File: src/hw/rtl/dzvd_pkg.sv
package dzvd_pkg;

  // field widths
  localparam int unsigned ByteW   = 8;
  localparam int unsigned KeyW    = 64;
  localparam int unsigned GroupW  = 7;

  // continuation flag position inside a stream byte
  localparam int unsigned MoreBit = 7;

  // number of data groups that still land (at least partly) below bit KeyW
  localparam int unsigned GroupCount = (KeyW + GroupW - 1) / GroupW;
  localparam int unsigned GrpIdxW    = $clog2(GroupCount + 1);
  localparam int unsigned ShiftW     = $clog2(KeyW);

  // one input request
  typedef struct packed {
    logic [ByteW-1:0] stream_byte;
    logic             start_of_stream;
  } dzvd_item_t;

  // one decoded record
  typedef struct packed {
    logic [KeyW-1:0] cells_used_key;
    logic [KeyW-1:0] cell_colors_key;
  } dzvd_keys_t;

  // step result handed from the decode core to the output stage
  typedef struct packed {
    logic       emit;
    dzvd_keys_t keys;
  } dzvd_step_t;

  // bit position of data group idx
  function automatic logic [ShiftW-1:0] group_shift(input logic [GrpIdxW-1:0] idx);
    logic [ShiftW+GrpIdxW-1:0] prod;
    begin
      prod = (ShiftW+GrpIdxW)'(idx) * (ShiftW+GrpIdxW)'(GroupW);
      return prod[ShiftW-1:0];
    end
  endfunction

  // zigzag to two's complement
  function automatic logic [KeyW-1:0] unzigzag(input logic [KeyW-1:0] v);
    logic [KeyW-1:0] half;
    begin
      half = v >> 1;
      return v[0] ? ~half : half;
    end
  endfunction

endpackage

File: src/hw/rtl/dzvd_if.sv
interface dzvd_in_if import dzvd_pkg::*; ();
  logic             valid;
  logic             ready;
  logic [ByteW-1:0] stream_byte;
  logic             start_of_stream;

  modport source (output valid, output stream_byte, output start_of_stream, input ready);
  modport sink   (input valid, input stream_byte, input start_of_stream, output ready);
endinterface

interface dzvd_out_if import dzvd_pkg::*; ();
  logic            valid;
  logic            ready;
  logic [KeyW-1:0] cells_used_key;
  logic [KeyW-1:0] cell_colors_key;

  modport source (output valid, output cells_used_key, output cell_colors_key, input ready);
  modport sink   (input valid, input cells_used_key, input cell_colors_key, output ready);
endinterface

File: src/hw/rtl/dzvd_core.sv
module dzvd_core import dzvd_pkg::*; (
  input  logic       clk_i,
  input  logic       rst_ni,
  input  logic       step_i,
  input  dzvd_item_t item_i,
  output dzvd_step_t step_o
);

  logic [KeyW-1:0]    first_q, first_d;
  logic [KeyW-1:0]    second_q, second_d;
  logic [KeyW-1:0]    acc_q, acc_d;
  logic [GrpIdxW-1:0] grp_q, grp_d;
  logic               on_second_q, on_second_d;

  logic [KeyW-1:0]    first_base, second_base, acc_base, acc_new, delta;
  logic [GrpIdxW-1:0] grp_base, grp_new;
  logic               on_second_base;
  logic               emit;

  // one byte of decode: gather the group, finish the varint, update the predictors
  always_comb begin
    first_base     = item_i.start_of_stream ? '0 : first_q;
    second_base    = item_i.start_of_stream ? '0 : second_q;
    acc_base       = item_i.start_of_stream ? '0 : acc_q;
    grp_base       = item_i.start_of_stream ? '0 : grp_q;
    on_second_base = item_i.start_of_stream ? 1'b0 : on_second_q;

    // groups past the top of the key are dropped and the index saturates
    if (grp_base < GrpIdxW'(GroupCount)) begin
      acc_new = acc_base
              | (KeyW'(item_i.stream_byte[GroupW-1:0]) << group_shift(grp_base));
      grp_new = grp_base + GrpIdxW'(1);
    end else begin
      acc_new = acc_base;
      grp_new = grp_base;
    end

    delta       = unzigzag(acc_new);
    first_d     = first_base;
    second_d    = second_base;
    on_second_d = on_second_base;
    emit        = 1'b0;

    if (item_i.stream_byte[MoreBit]) begin
      acc_d = acc_new;
      grp_d = grp_new;
    end else begin
      acc_d = '0;
      grp_d = '0;
      if (!on_second_base) begin
        first_d     = first_base + delta;
        on_second_d = 1'b1;
      end else begin
        second_d    = second_base + delta;
        on_second_d = 1'b0;
        emit        = 1'b1;
      end
    end
  end

  // decoder state
  always_ff @(posedge clk_i or negedge rst_ni) begin
    if (!rst_ni) begin
      first_q     <= '0;
      second_q    <= '0;
      acc_q       <= '0;
      grp_q       <= '0;
      on_second_q <= 1'b0;
    end else if (step_i) begin
      first_q     <= first_d;
      second_q    <= second_d;
      acc_q       <= acc_d;
      grp_q       <= grp_d;
      on_second_q <= on_second_d;
    end
  end

  assign step_o.emit                 = emit;
  assign step_o.keys.cells_used_key  = first_d;
  assign step_o.keys.cell_colors_key = second_d;

endmodule

File: src/hw/rtl/delta_zigzag_varint_decoder.sv
// Delta/zigzag LEB128 record decoder: takes one stream byte per cycle, back to back, while
// the output is not stalled, and gives one record of two 64-bit keys when the second varint
// of a record ends. An accepted byte waits in the input register and is decoded from it
// (one barrel shift and OR into the varint accumulator, zigzag and one 64-bit add into a
// predictor) once the result register can take a result; a closing byte's keys go into the
// result register, which drives the output. The output register lets the next byte be taken
// while a record waits; a stall on the output stops the input after one more byte is held.
// start_of_stream clears both predictors and any partial varint before its byte is used.
module delta_zigzag_varint_decoder import dzvd_pkg::*; (
  input  logic        clk_i,
  input  logic        rst_ni,
  dzvd_in_if.sink     in_i,
  dzvd_out_if.source  out_o
);

  logic       in_valid_q;
  dzvd_item_t item_q;
  logic       out_valid_q;
  dzvd_keys_t keys_q;
  logic       advance;
  dzvd_step_t step;

  // the held byte moves on when the output register can take a result
  assign advance    = in_valid_q && (!out_valid_q || out_o.ready);
  assign in_i.ready = !in_valid_q || advance;

  // input register
  always_ff @(posedge clk_i or negedge rst_ni) begin
    if (!rst_ni) begin
      in_valid_q <= 1'b0;
    end else if (in_i.ready) begin
      in_valid_q <= in_i.valid;
    end
  end

  always_ff @(posedge clk_i) begin
    if (in_i.valid && in_i.ready) begin
      item_q.stream_byte     <= in_i.stream_byte;
      item_q.start_of_stream <= in_i.start_of_stream;
    end
  end

  // decode step
  dzvd_core u_core (
    .clk_i  (clk_i),
    .rst_ni (rst_ni),
    .step_i (advance),
    .item_i (item_q),
    .step_o (step)
  );

  // result register
  always_ff @(posedge clk_i or negedge rst_ni) begin
    if (!rst_ni) begin
      out_valid_q <= 1'b0;
    end else if (advance) begin
      out_valid_q <= step.emit;
    end else if (out_o.ready) begin
      out_valid_q <= 1'b0;
    end
  end

  always_ff @(posedge clk_i) begin
    if (advance && step.emit) begin
      keys_q <= step.keys;
    end
  end

  assign out_o.valid           = out_valid_q;
  assign out_o.cells_used_key  = keys_q.cells_used_key;
  assign out_o.cell_colors_key = keys_q.cell_colors_key;

  // a held byte that cannot move stays put
  assert property (@(posedge clk_i) disable iff (!rst_ni)
    in_valid_q && !advance |=> in_valid_q && $stable(item_q))
    else $error("held input byte lost or changed");

  // a closing byte always lands in the result register
  assert property (@(posedge clk_i) disable iff (!rst_ni)
    advance && step.emit |=> out_valid_q)
    else $error("record dropped");

  // a waiting record is never overwritten
  assert property (@(posedge clk_i) disable iff (!rst_ni)
    out_valid_q && !out_o.ready |-> !advance)
    else $error("pending record overwritten");

endmodule
File: src/flat_wrapper.sv
// flat-port wrapper written by rule: the top's interface ports become plain ports
module delta_zigzag_varint_decoder_flat import dzvd_pkg::*;
  (clk_i, rst_ni, in_i_valid, in_i_stream_byte, in_i_start_of_stream, in_i_ready, out_o_valid, out_o_cells_used_key, out_o_cell_colors_key, out_o_ready);
  dzvd_in_if in_i_i ();
  dzvd_out_if out_o_i ();
  input  logic clk_i;
  input  logic rst_ni;
  input wire logic [$bits(in_i_i.valid)-1:0] in_i_valid;
  input wire logic [$bits(in_i_i.stream_byte)-1:0] in_i_stream_byte;
  input wire logic [$bits(in_i_i.start_of_stream)-1:0] in_i_start_of_stream;
  output wire logic [$bits(in_i_i.ready)-1:0] in_i_ready;
  output wire logic [$bits(out_o_i.valid)-1:0] out_o_valid;
  output wire logic [$bits(out_o_i.cells_used_key)-1:0] out_o_cells_used_key;
  output wire logic [$bits(out_o_i.cell_colors_key)-1:0] out_o_cell_colors_key;
  input wire logic [$bits(out_o_i.ready)-1:0] out_o_ready;
  assign in_i_i.valid = in_i_valid;
  assign in_i_i.stream_byte = in_i_stream_byte;
  assign in_i_i.start_of_stream = in_i_start_of_stream;
  assign in_i_ready = in_i_i.ready;
  assign out_o_valid = out_o_i.valid;
  assign out_o_cells_used_key = out_o_i.cells_used_key;
  assign out_o_cell_colors_key = out_o_i.cell_colors_key;
  assign out_o_i.ready = out_o_ready;
  delta_zigzag_varint_decoder u_core (.clk_i(clk_i), .rst_ni(rst_ni), .in_i(in_i_i), .out_o(out_o_i));
endmodule
File: config.mk
export PLATFORM = sky130hd
export DESIGN_NAME = delta_zigzag_varint_decoder_flat
export DESIGN_NICKNAME = d
export VERILOG_FILES = /design/src/hw/rtl/dzvd_pkg.sv /design/src/hw/rtl/dzvd_if.sv /design/src/hw/rtl/dzvd_core.sv /design/src/hw/rtl/delta_zigzag_varint_decoder.sv /design/src/flat_wrapper.sv
export SDC_FILE = /design/constraint.sdc
export NUM_CORES = 1
export LEC_CHECK = 0
export ABC_AREA = 1
export BUFFER_PORTS_ARGS = -buffer_cell sky130_fd_sc_hd__buf_2
export CAP_MARGIN = 20
export CORE_UTILIZATION = 45
export CTS_BUF_LIST = sky130_fd_sc_hd__clkbuf_16
export DETAILED_ROUTE_END_ITERATION = 16
export PLACE_DENSITY_LB_ADDON = 0.1
export SLEW_MARGIN = 20
export SYNTH_ARGS = -nofsm -noshare
export SYNTH_HDL_FRONTEND = slang
export SYNTH_SLANG_ARGS = --single-unit
File: constraint.sdc
create_clock -name clk_i -period 17.2 [get_ports clk_i]
set_clock_uncertainty 0.1 [all_clocks]
set_input_delay 0 -clock clk_i [delete_from_list [all_inputs] [get_ports clk_i]]
set_output_delay 0 -clock clk_i [all_outputs]
set_load 0.02 [all_outputs]
==> results of run 1 <==
path summary, 6_finish.rpt:
check                           slack, ns                                         end  depth (start not counted)                                   start
worst min register to register       0.38      u_core.u_core.second_q[24]$_DFFE_PN0P_                          2  u_core.u_core.second_q[24]$_DFFE_PN0P_
worst max register to register       9.31  u_core.out_o.cell_colors_key[61]$_DFFE_PP_                         22              u_core.item_q[0]$_DFFE_PP_
worst min-delay path                -0.01       u_core.u_core.second_q[5]$_DFFE_PN0P_                          2                                  rst_ni
max in group asynchronous           15.65         u_core.u_core.acc_q[26]$_DFFE_PN0P_                          3                                  rst_ni
min in group clk_i                   0.04                  u_core.item_q[2]$_DFFE_PP_                          2                     in_i_stream_byte[1]
worst max-delay path                 9.31  u_core.out_o.cell_colors_key[61]$_DFFE_PP_                         22              u_core.item_q[0]$_DFFE_PP_
cell type report:
cell class | instances | share of cell area, %
Timing Repair Buffer | 180 | 3.491
Clock buffer | 41 | 3.336
Sequential cell | 336 | 29.57
Inverter | 660 | 8.096
Tap cell | 837 | 3.405
Multi-Input combinational cell | 3230 | 51.49
Clock inverter | 31 | 0.6143
layout by cell type (no fill, tap or decap), types with 6 or more instances in the layout:
cell type and instances:
sky130_fd_sc_hd__nand2_1 1534, sky130_fd_sc_hd__inv_1 635, sky130_fd_sc_hd__nor2_1 359, sky130_fd_sc_hd__nand3_1 335, sky130_fd_sc_hd__o21ai_0 209, sky130_fd_sc_hd__dfrtp_1 199
sky130_fd_sc_hd__a21oi_1 191, sky130_fd_sc_hd__buf_2 141, sky130_fd_sc_hd__edfxtp_1 137, sky130_fd_sc_hd__ha_1 114, sky130_fd_sc_hd__xor2_1 58, sky130_fd_sc_hd__nand2_2 47
sky130_fd_sc_hd__o21ai_1 44, sky130_fd_sc_hd__clkbuf_16 41, sky130_fd_sc_hd__nand4_1 37, sky130_fd_sc_hd__nor3_1 34, sky130_fd_sc_hd__nor2_2 31, sky130_fd_sc_hd__o22ai_1 29
sky130_fd_sc_hd__inv_2 25, sky130_fd_sc_hd__nand3_2 24, sky130_fd_sc_hd__nand3b_1 22, sky130_fd_sc_hd__o21a_1 22, sky130_fd_sc_hd__buf_4 22, sky130_fd_sc_hd__a31oi_1 18
sky130_fd_sc_hd__dlygate4sd3_1 14, sky130_fd_sc_hd__a22o_1 13, sky130_fd_sc_hd__clkinv_1 12, sky130_fd_sc_hd__o211ai_1 8, sky130_fd_sc_hd__clkinv_2 8, sky130_fd_sc_hd__a211oi_1 7
sky130_fd_sc_hd__nor2_4 6, sky130_fd_sc_hd__nand2_4 6, sky130_fd_sc_hd__o21bai_1 6, sky130_fd_sc_hd__a32oi_1 6, sky130_fd_sc_hd__o21ai_2 6, sky130_fd_sc_hd__and3_1 6
flip-flops by register name, summed over array words and instances (netlist names):
signal,flops
u_core.out_o.cell_colors_key,64
u_core.u_core.on_second_q,1
u_core.out_o.cells_used_key,64
u_core.u_core.acc_q,64
u_core.u_core.second_q,64
u_core.out_o.valid,1
u_core.item_q,9
u_core.in_valid_q,1
u_core.u_core.first_q,64
u_core.u_core.grp_q,4
cells by family after synthesis:
| family | after synthesis |
|---|---|
| and+or+nand+nor | 2466 |
| buffers and inverters | 786 |
| AOI/OAI and AO/OA | 586 |
| DFF | 336 |
| adders and majority gates | 115 |
| xor gates and xnor gates | 63 |
synthesized netlist by cell type, types with 3 or more instances:
cell type	count	area, um2
sky130_fd_sc_hd__a2111oi_0	4	35.03
sky130_fd_sc_hd__nor2_1	365	1370
sky130_fd_sc_hd__buf_6	15	168.9
sky130_fd_sc_hd__o21ai_0	212	1061
sky130_fd_sc_hd__a32oi_1	6	52.55
sky130_fd_sc_hd__nand2_1	1535	5762
sky130_fd_sc_hd__a211oi_1	7	52.55
sky130_fd_sc_hd__clkinv_1	4	15.01
sky130_fd_sc_hd__and2_1	5	31.28
sky130_fd_sc_hd__xor2_1	58	508.0
sky130_fd_sc_hd__o32ai_1	4	35.03
sky130_fd_sc_hd__buf_2	25	125.1
sky130_fd_sc_hd__nor3_2	5	50.05
sky130_fd_sc_hd__and3_1	6	37.54
sky130_fd_sc_hd__buf_4	3	22.52
sky130_fd_sc_hd__o311ai_0	3	26.28
sky130_fd_sc_hd__nor4_1	5	31.28
sky130_fd_sc_hd__ha_1	114	1426
sky130_fd_sc_hd__nand2_4	5	56.30
sky130_fd_sc_hd__nand2_2	47	294.0
sky130_fd_sc_hd__nor2_4	3	33.78
sky130_fd_sc_hd__a22o_1	13	113.9
sky130_fd_sc_hd__o211ai_1	8	60.06
sky130_fd_sc_hd__o21ai_1	41	205.2
sky130_fd_sc_hd__edfxtp_1	137	4114
sky130_fd_sc_hd__inv_1	630	2365
sky130_fd_sc_hd__buf_1	13	48.80
sky130_fd_sc_hd__nor2_2	28	175.2
sky130_fd_sc_hd__nand4_2	3	37.54
sky130_fd_sc_hd__inv_2	25	93.84
sky130_fd_sc_hd__a31oi_1	18	112.6
sky130_fd_sc_hd__nand3_1	335	1677
sky130_fd_sc_hd__a21oi_1	191	955.9
sky130_fd_sc_hd__nand3b_1	22	165.2
sky130_fd_sc_hd__clkbuf_1	68	255.2
sky130_fd_sc_hd__dfrtp_1	199	4980
sky130_fd_sc_hd__nand3_2	24	240.2
sky130_fd_sc_hd__nor3_1	34	170.2
sky130_fd_sc_hd__o21bai_1	6	45.04
sky130_fd_sc_hd__o21a_1	22	165.2
sky130_fd_sc_hd__nand4_1	37	231.5
sky130_fd_sc_hd__o21ai_2	6	52.55
sky130_fd_sc_hd__o22ai_1	29	181.4
critical path: stages, from the launching register on:
cell	delay (ns)
sky130_fd_sc_hd__edfxtp_1	0.51
sky130_fd_sc_hd__inv_8	0.50
sky130_fd_sc_hd__nand3_1	0.23
sky130_fd_sc_hd__nand2_4	0.20
sky130_fd_sc_hd__xor2_1	0.17
sky130_fd_sc_hd__ha_1	0.19
sky130_fd_sc_hd__inv_1	0.06
sky130_fd_sc_hd__fa_1	1.07
sky130_fd_sc_hd__nand4_4	0.22
sky130_fd_sc_hd__o21bai_4	0.77
sky130_fd_sc_hd__buf_4	0.82
sky130_fd_sc_hd__nand3_1	0.24
sky130_fd_sc_hd__nand2_1	0.19
sky130_fd_sc_hd__ha_1	0.29
sky130_fd_sc_hd__a21oi_1	0.23
sky130_fd_sc_hd__o21a_1	0.16
sky130_fd_sc_hd__o21ai_0	0.16
sky130_fd_sc_hd__a21oi_1	0.26
sky130_fd_sc_hd__nor2_1	0.07
sky130_fd_sc_hd__a2111oi_0	0.73
sky130_fd_sc_hd__nand3_1	0.16
sky130_fd_sc_hd__nand3_1	0.13
sky130_fd_sc_hd__nand2_1	0.08
through the flow:
stage / area, um2 / std cells
floorplan: 28020 / 4352
global placement: 29370 / 5228
detailed placement: 29400 / 5229
CTS: 30750 / 5315
global route: 30750 / 5315
finish: 30750 / 5315
where the power goes:
group,leakage (uW),internal (uW),switching [uW]
Sequential,0.00398,964,53.5
Combinational,0.0113,422,1120
Clock,0.000617,449,369
routing by layer:
metal / vias to the layer above / routed length (um)
li1: 14130 / -
met1: 13010 / 48890
met2: 1047 / 45660
met3: 186 / 7539
met4: 0 / 4814
met5: - / 0
==> qor.log, run 1 <==
qor: setup_path.worst-setup-path-type flop to flop
qor: run.number_of_maximum_capacitance_violations 0
qor: floorplanning.row_count 91
qor: timing.period_share 45.90%
qor: cells_and_area.post_route_cells_drive_above_1_share 8.687%
qor: grt.grt_max_degree 128
qor: yosys.dominantRegCellSynth sky130_fd_sc_hd__dfrtp_1
qor: power_and_ir_drop.peakVddDrop 0.07189 mV
qor: setup_path.timing.critical_path.required 17.43 ns
qor: placement.port_buffers 142
qor: grt.groute.layer.met3.usage 4.643%
qor: grt.gr-usage-met1 47.08%
qor: clocking.clock_tree.buffer_depth 3
qor: yosys.syn-mean-instance-area 6.438 um2
qor: floorplanning.die-area 0.06326 mm2
qor: yosys.mux_share_of_post_synthesis_cell_area 0%
qor: run_status.outcome complete, but fails checks
qor: cells_and_area.postLayoutCoreUtil 49.93%
qor: yosys.ys_seq_area_share 32.46%
qor: yosys.mappedNetlistArea 0.02802 mm2
qor: clocking.latest_clock_arrival_within_the_worst_skew_pair 0.58 ns
qor: setup_path.critPathArrivalTime 8.13 ns
qor: yosys.post_synth_inst_count 4352
qor: yosys.synth_xor_xnor_area_share 2.090%
qor: clocking.cts.repair_timing.setup_buffer_count 0
qor: grt.gr-total-overflow 0
qor: grt.groute.layer.met2.usage 50.71%
qor: timing.timing.max_slew.rel_slack 15.30%
qor: yosys.synth-compound-area-share 11.74%
qor: clocking.clock_buffer_count_from_cts 41
qor: floorplanning.placeable_core_area 0.06160 mm2
qor: timing.holdWs -0.01235 ns
qor: floorplanning.dieWidth 251.5 um
qor: timing.report.final.setup_viol 0
qor: timing.tightest_slew 1.267 ns
qor: yosys.synth_edf_count 137
qor: yosys.synth-simple-area-share 37.36%
qor: setup_path.worstPathMaxFanout 85
qor: power_and_ir_drop.total_leakage_power 0.01592 uW
qor: grt.grt_pass1_wl 159700 um
qor: clocking.clk_pin_slew_worst_paths 0.06 ns
qor: power_and_ir_drop.post-layout-total-power 3376 uW
qor: cells_and_area.seqCellArea 0.009094 mm2
qor: grt.globalRoute.busiestLayer met2
qor: setup_path.timing.critical_path.from_type flop
qor: timing.timing.final.crit_period 7.895 ns
qor: placement.worst_slack_after_detailed_placement 9.386 ns
qor: grt.grt_util_all_layers 33.32%
qor: yosys.synthDistinctLibCells 66
qor: floorplanning.die_y 251.5 um
qor: clocking.cts_resized 0
qor: cells_and_area.final_net_count 4577
qor: floorplanning.top_level_ports 143
qor: route.drtAntennaViolNets 0
qor: yosys.postSynth.asyncResetShare 59.23%
qor: placement.gp_congestion 0.9770
qor: timing.final-max-slew-violation-count 0
qor: grt.first_global_vias 26400
qor: cells_and_area.antennaDiodeCount 0
qor: route.routed-via-count 28380
qor: clocking.cts_tree built
qor: route.detail_route.drc_violations 0
qor: route.drt_pass1_iterations 8
qor: cells_and_area.multiInputGateArea 0.01583 mm2
qor: cells_and_area.layout.filler_cells 6587
qor: route.detail_route.vias_per_cell 5.340
qor: grt.antenna_found_initial 0
qor: setup_path.end_kind flop
qor: route.drt_iter0_drc 3015
qor: clocking.clock_tree.htree_level_count 2
qor: timing.fin_tns_setup 0 ns
qor: route.drt-wirelength-per-cell 20.11 um
qor: yosys.synth-adder-area-share 5.162%
qor: yosys.postSynthNetCount 4480
qor: cells_and_area.area_growth_from_synthesis_to_final_layout 9.762%
qor: floorplanning.initial_utilization 45.49%
qor: yosys.synth_top_family_by_area simple AND/OR/NAND/NOR gates
qor: timing.finalHoldViolations 12
qor: clocking.cts.sinks 336
qor: yosys.yosys_warnings 0
qor: clocking.cts.root.buffer_cell sky130_fd_sc_hd__clkbuf_16
qor: worst_hold_path.min_path_type input pin to asynchronous set/reset pin
qor: timing.setup_ws 9.305 ns
qor: timing.grt_setup_unrepaired false
qor: run_status.violations_in_the_final_reports hold timing
qor: timing.maxClockFrequency 126.7 MHz
qor: yosys.ys_seq_elements 336
qor: placement.dp.final_hpwl 83710 um
qor: route.detail_route.wirelength 106900 um
qor: clocking.holdBufCountCts 14
qor: power_and_ir_drop.power_density 109.8 mW/mm2
Note: power is estimated with default switching activity, not from simulation.
==> inputs of run 2 (changes only) <==
Clock period 17.2 ns to 6.75 ns, I/O delays scaled along.
==> qor.log, run 2 (same netlist as run 1, synthesis figures left out) <==
qor: route.met2_length 46270 um [was 45660 um]
qor: route.drt_iter0_drc 2754 [was 3015]
qor: clocking.clock_tree.buffer_depth 3 [unchanged]
qor: cells_and_area.layout.cells.most_common sky130_fd_sc_hd__nand2_1 [unchanged]
qor: setup_path.worst_path_largest_cell_delay 0.64 ns [was 1.07 ns]
qor: clocking.clock_buffer_count_from_cts 40 [was 41]
qor: clocking.holdBufCountCts 14 [unchanged]
qor: route.met3_length 6924 um [was 7539 um]
qor: route.detail_route.drc_violations 0 [unchanged]
qor: setup_path.cp_slowest_cell sky130_fd_sc_hd__o32ai_1 [was sky130_fd_sc_hd__fa_1]
qor: timing.report.final.setup_viol 0 [unchanged]
qor: setup_path.timing.critical_path.required 6.96 ns [was 17.43 ns]
qor: timing.timing.max_slew.rel_slack 31.84% [was 15.30%]
qor: route.detail_route.wirelength 104600 um [was 106900 um]
qor: run_status.outcome finished clean [was complete, but fails checks]
qor: setup_path.timing.critical_path.from_type flop [unchanged]
qor: route.routed-via-count 28420 [was 28380]
qor: floorplanning.dieWidth 251.5 um [unchanged]
qor: cells_and_area.final_net_count 4595 [was 4577]
qor: clocking.clock_tree.htree_level_count 2 [unchanged]
qor: route.detail_route.vias_per_cell 5.327 [was 5.340]
qor: timing.final-max-slew-violation-count 0 [unchanged]
qor: setup_path.critPathArrivalTime 6.49 ns [was 8.13 ns]
qor: placement.gp_congestion 1.045 [was 0.9770]
qor: grt.grt_max_degree 105 [was 128]
qor: route.drtAntennaViolNets 0 [unchanged]
qor: cells_and_area.area_growth_from_synthesis_to_final_layout 10.59% [was 9.762%]
qor: timing.maxClockFrequency 159.4 MHz [was 126.7 MHz]
qor: worst_hold_path.min_path_type input pin to asynchronous set/reset pin [unchanged]
qor: power_and_ir_drop.total_leakage_power 0.01607 uW [was 0.01592 uW]
qor: floorplanning.die-area 0.06326 mm2 [unchanged]
qor: clocking.clk_pin_slew_worst_paths 0.06 ns [about the same]
qor: floorplanning.die_y 251.5 um [unchanged]
qor: grt.first_global_vias 26560 [was 26400]
qor: floorplanning.row_count 91 [unchanged]
qor: clocking.cts.repair_timing.setup_buffer_count 0 [unchanged]
qor: floorplanning.top_level_ports 143 [unchanged]
qor: clocking.latest_clock_arrival_within_the_worst_skew_pair 0.57 ns [was 0.58 ns]
qor: setup_path.end_kind flop [unchanged]
qor: setup_path.largest_delay_share_family_worst_path compound AO/OA/AOI/OAI gates [unchanged]
qor: cells_and_area.antennaDiodeCount 0 [unchanged]
qor: grt.gr-total-overflow 0 [unchanged]
qor: route.drt-wirelength-per-cell 19.60 um [was 20.11 um]
qor: route.drt_pass1_iterations 6 [was 8]
qor: grt.antenna_found_initial 1 [was 0]
qor: timing.timing.final.crit_period 6.275 ns [was 7.895 ns]
qor: setup_path.worstPathMaxFanout 10 [was 85]
qor: timing.finalHoldViolations 0 [was 12]
qor: timing.fin_tns_setup 0 ns [unchanged]
qor: placement.port_buffers 142 [unchanged]
qor: grt.grt_pass1_wl 158600 um [was 159700 um]
qor: route.uppermost_metal_layer_occupied_by_signal_nets met5 [was met4]
qor: clocking.cts_resized 0 [unchanged]
qor: power_and_ir_drop.peakVddDrop 0.2083 mV [was 0.07189 mV]
qor: cells_and_area.layout_common_cells sky130_fd_sc_hd__nand2_1, sky130_fd_sc_hd__inv_1, sky130_fd_sc_hd__nor2_1 [unchanged]
qor: timing.period_share 92.97% [was 45.90%]
qor: setup_path.cp.buffers_inverters 3 [unchanged]
qor: floorplanning.placeable_core_area 0.06160 mm2 [unchanged]
qor: floorplanning.initial_utilization 45.49% [unchanged]
qor: placement.dp.final_hpwl 83050 um [was 83710 um]
qor: setup_path.cp_common_cell sky130_fd_sc_hd__a21oi_1 [was sky130_fd_sc_hd__nand3_1]
qor: clocking.cts.root.buffer_cell sky130_fd_sc_hd__clkbuf_16 [unchanged]
qor: setup_path.worst-setup-path-type flop to flop [unchanged]
qor: cells_and_area.post_route_cells_drive_above_1_share 9.028% [was 8.687%]
qor: power_and_ir_drop.power_density 282.5 mW/mm2 [was 109.8 mW/mm2]
qor: timing.grt_setup_unrepaired false [unchanged]
qor: cells_and_area.layout.filler_cells 6524 [was 6587]
qor: timing.tightest_slew 1.016 ns [was 1.267 ns]
qor: clocking.cts.sinks 336 [unchanged]
qor: grt.grt_util_all_layers 32.97% [was 33.32%]
qor: run.number_of_maximum_capacitance_violations 0 [unchanged]
qor: cells_and_area.postLayoutCoreUtil 50.30% [was 49.93%]
qor: route.route.layer.met1.wl 47430 um [was 48890 um]
qor: clocking.cts_tree built [unchanged]
==> run 2: final cells by class <==
class                   count  area [um2]  share of cell area, %
multi-input cells        3230       15830                  51.10
well taps                 837        1047                  3.380
clock inverters            31       274.0                 0.8843
clock buffers              41        1026                  3.311
repair buffers            199        1220                  3.937
flip-flops and latches    336        9094                  29.35
inverters                 660        2490                  8.036
==> run 2: per-stage QoR <==
step	setup slack (ns)	hold WS, ns	cell area (um2)	cells	power [uW]
2_1_floorplan	0.7120	-0.3956	28020	4352	5288
3_3_place_gp	0.6551	0.05373	29540	5248	6479
3_5_place_dp	0.6493	0.06307	29540	5248	6481
4_1_cts	0.6225	0.01551	30980	5334	8706
5_1_grt	0.01111	0.05063	30980	5334	9310
6_report	0.4746	0.003139	30980	5334	8754
==> run 2: worst register-to-register path, cell delays in order (launching register included) <==
cell and delay (ns):
sky130_fd_sc_hd__edfxtp_1 0.49, sky130_fd_sc_hd__buf_4 0.23, sky130_fd_sc_hd__nor2_1 0.34, sky130_fd_sc_hd__nor2_1 0.08
sky130_fd_sc_hd__a21oi_1 0.13, sky130_fd_sc_hd__ha_1 0.15, sky130_fd_sc_hd__o21bai_1 0.11, sky130_fd_sc_hd__ha_1 0.33
sky130_fd_sc_hd__a21oi_1 0.20, sky130_fd_sc_hd__nand3_1 0.17, sky130_fd_sc_hd__nand2_2 0.23, sky130_fd_sc_hd__inv_1 0.09
sky130_fd_sc_hd__nor2_1 0.14, sky130_fd_sc_hd__inv_1 0.13, sky130_fd_sc_hd__o32ai_1 0.64, sky130_fd_sc_hd__xor2_1 0.25
sky130_fd_sc_hd__ha_1 0.47, sky130_fd_sc_hd__a21oi_1 0.22, sky130_fd_sc_hd__o21a_1 0.18, sky130_fd_sc_hd__o21ai_0 0.18
sky130_fd_sc_hd__a21oi_1 0.45, sky130_fd_sc_hd__o221ai_1 0.17, sky130_fd_sc_hd__a21oi_1 0.23, sky130_fd_sc_hd__nand3_1 0.11
sky130_fd_sc_hd__nand3_1 0.10, sky130_fd_sc_hd__nand2_1 0.10
==> run 2: path summary, 6_finish.rpt <==
kind,start,end,slack [ns],cells past startpoint
setup / recovery,u_core.item_q[0]$_DFFE_PP_,u_core.out_o.cell_colors_key[62]$_DFFE_PP_,0.47,25
hold / removal,rst_ni,u_core.u_core.second_q[9]$_DFFE_PN0P_,0.003,2
setup reg to reg,u_core.item_q[0]$_DFFE_PP_,u_core.out_o.cell_colors_key[62]$_DFFE_PP_,0.47,25
hold reg to reg,u_core.u_core.first_q[60]$_DFFE_PN0P_,u_core.u_core.first_q[60]$_DFFE_PN0P_,0.38,2
max in group asynchronous,rst_ni,u_core.u_core.acc_q[63]$_DFFE_PN0P_,5.19,3
min in group clk_i,in_i_stream_byte[7],u_core.item_q[8]$_DFFE_PP_,0.04,2
==> run 2: metal layers <==
metal  vias to the layer above  global-route usage, %
met5                         -                      0
met4                         2                  11.71
met3                       167                  4.364
met2                      1016                  52.00
met1                     13080                  46.16
li1                      14150                      -
==> run 2: report_power, final <==
| part | switching [uW] | leakage [uW] | internal, uW |
|---|---|---|---|
| registers | 135 | 0.00398 | 2460 |
| clock network | 893 | 0.000675 | 1290 |
| logic | 2870 | 0.0114 | 1110 |
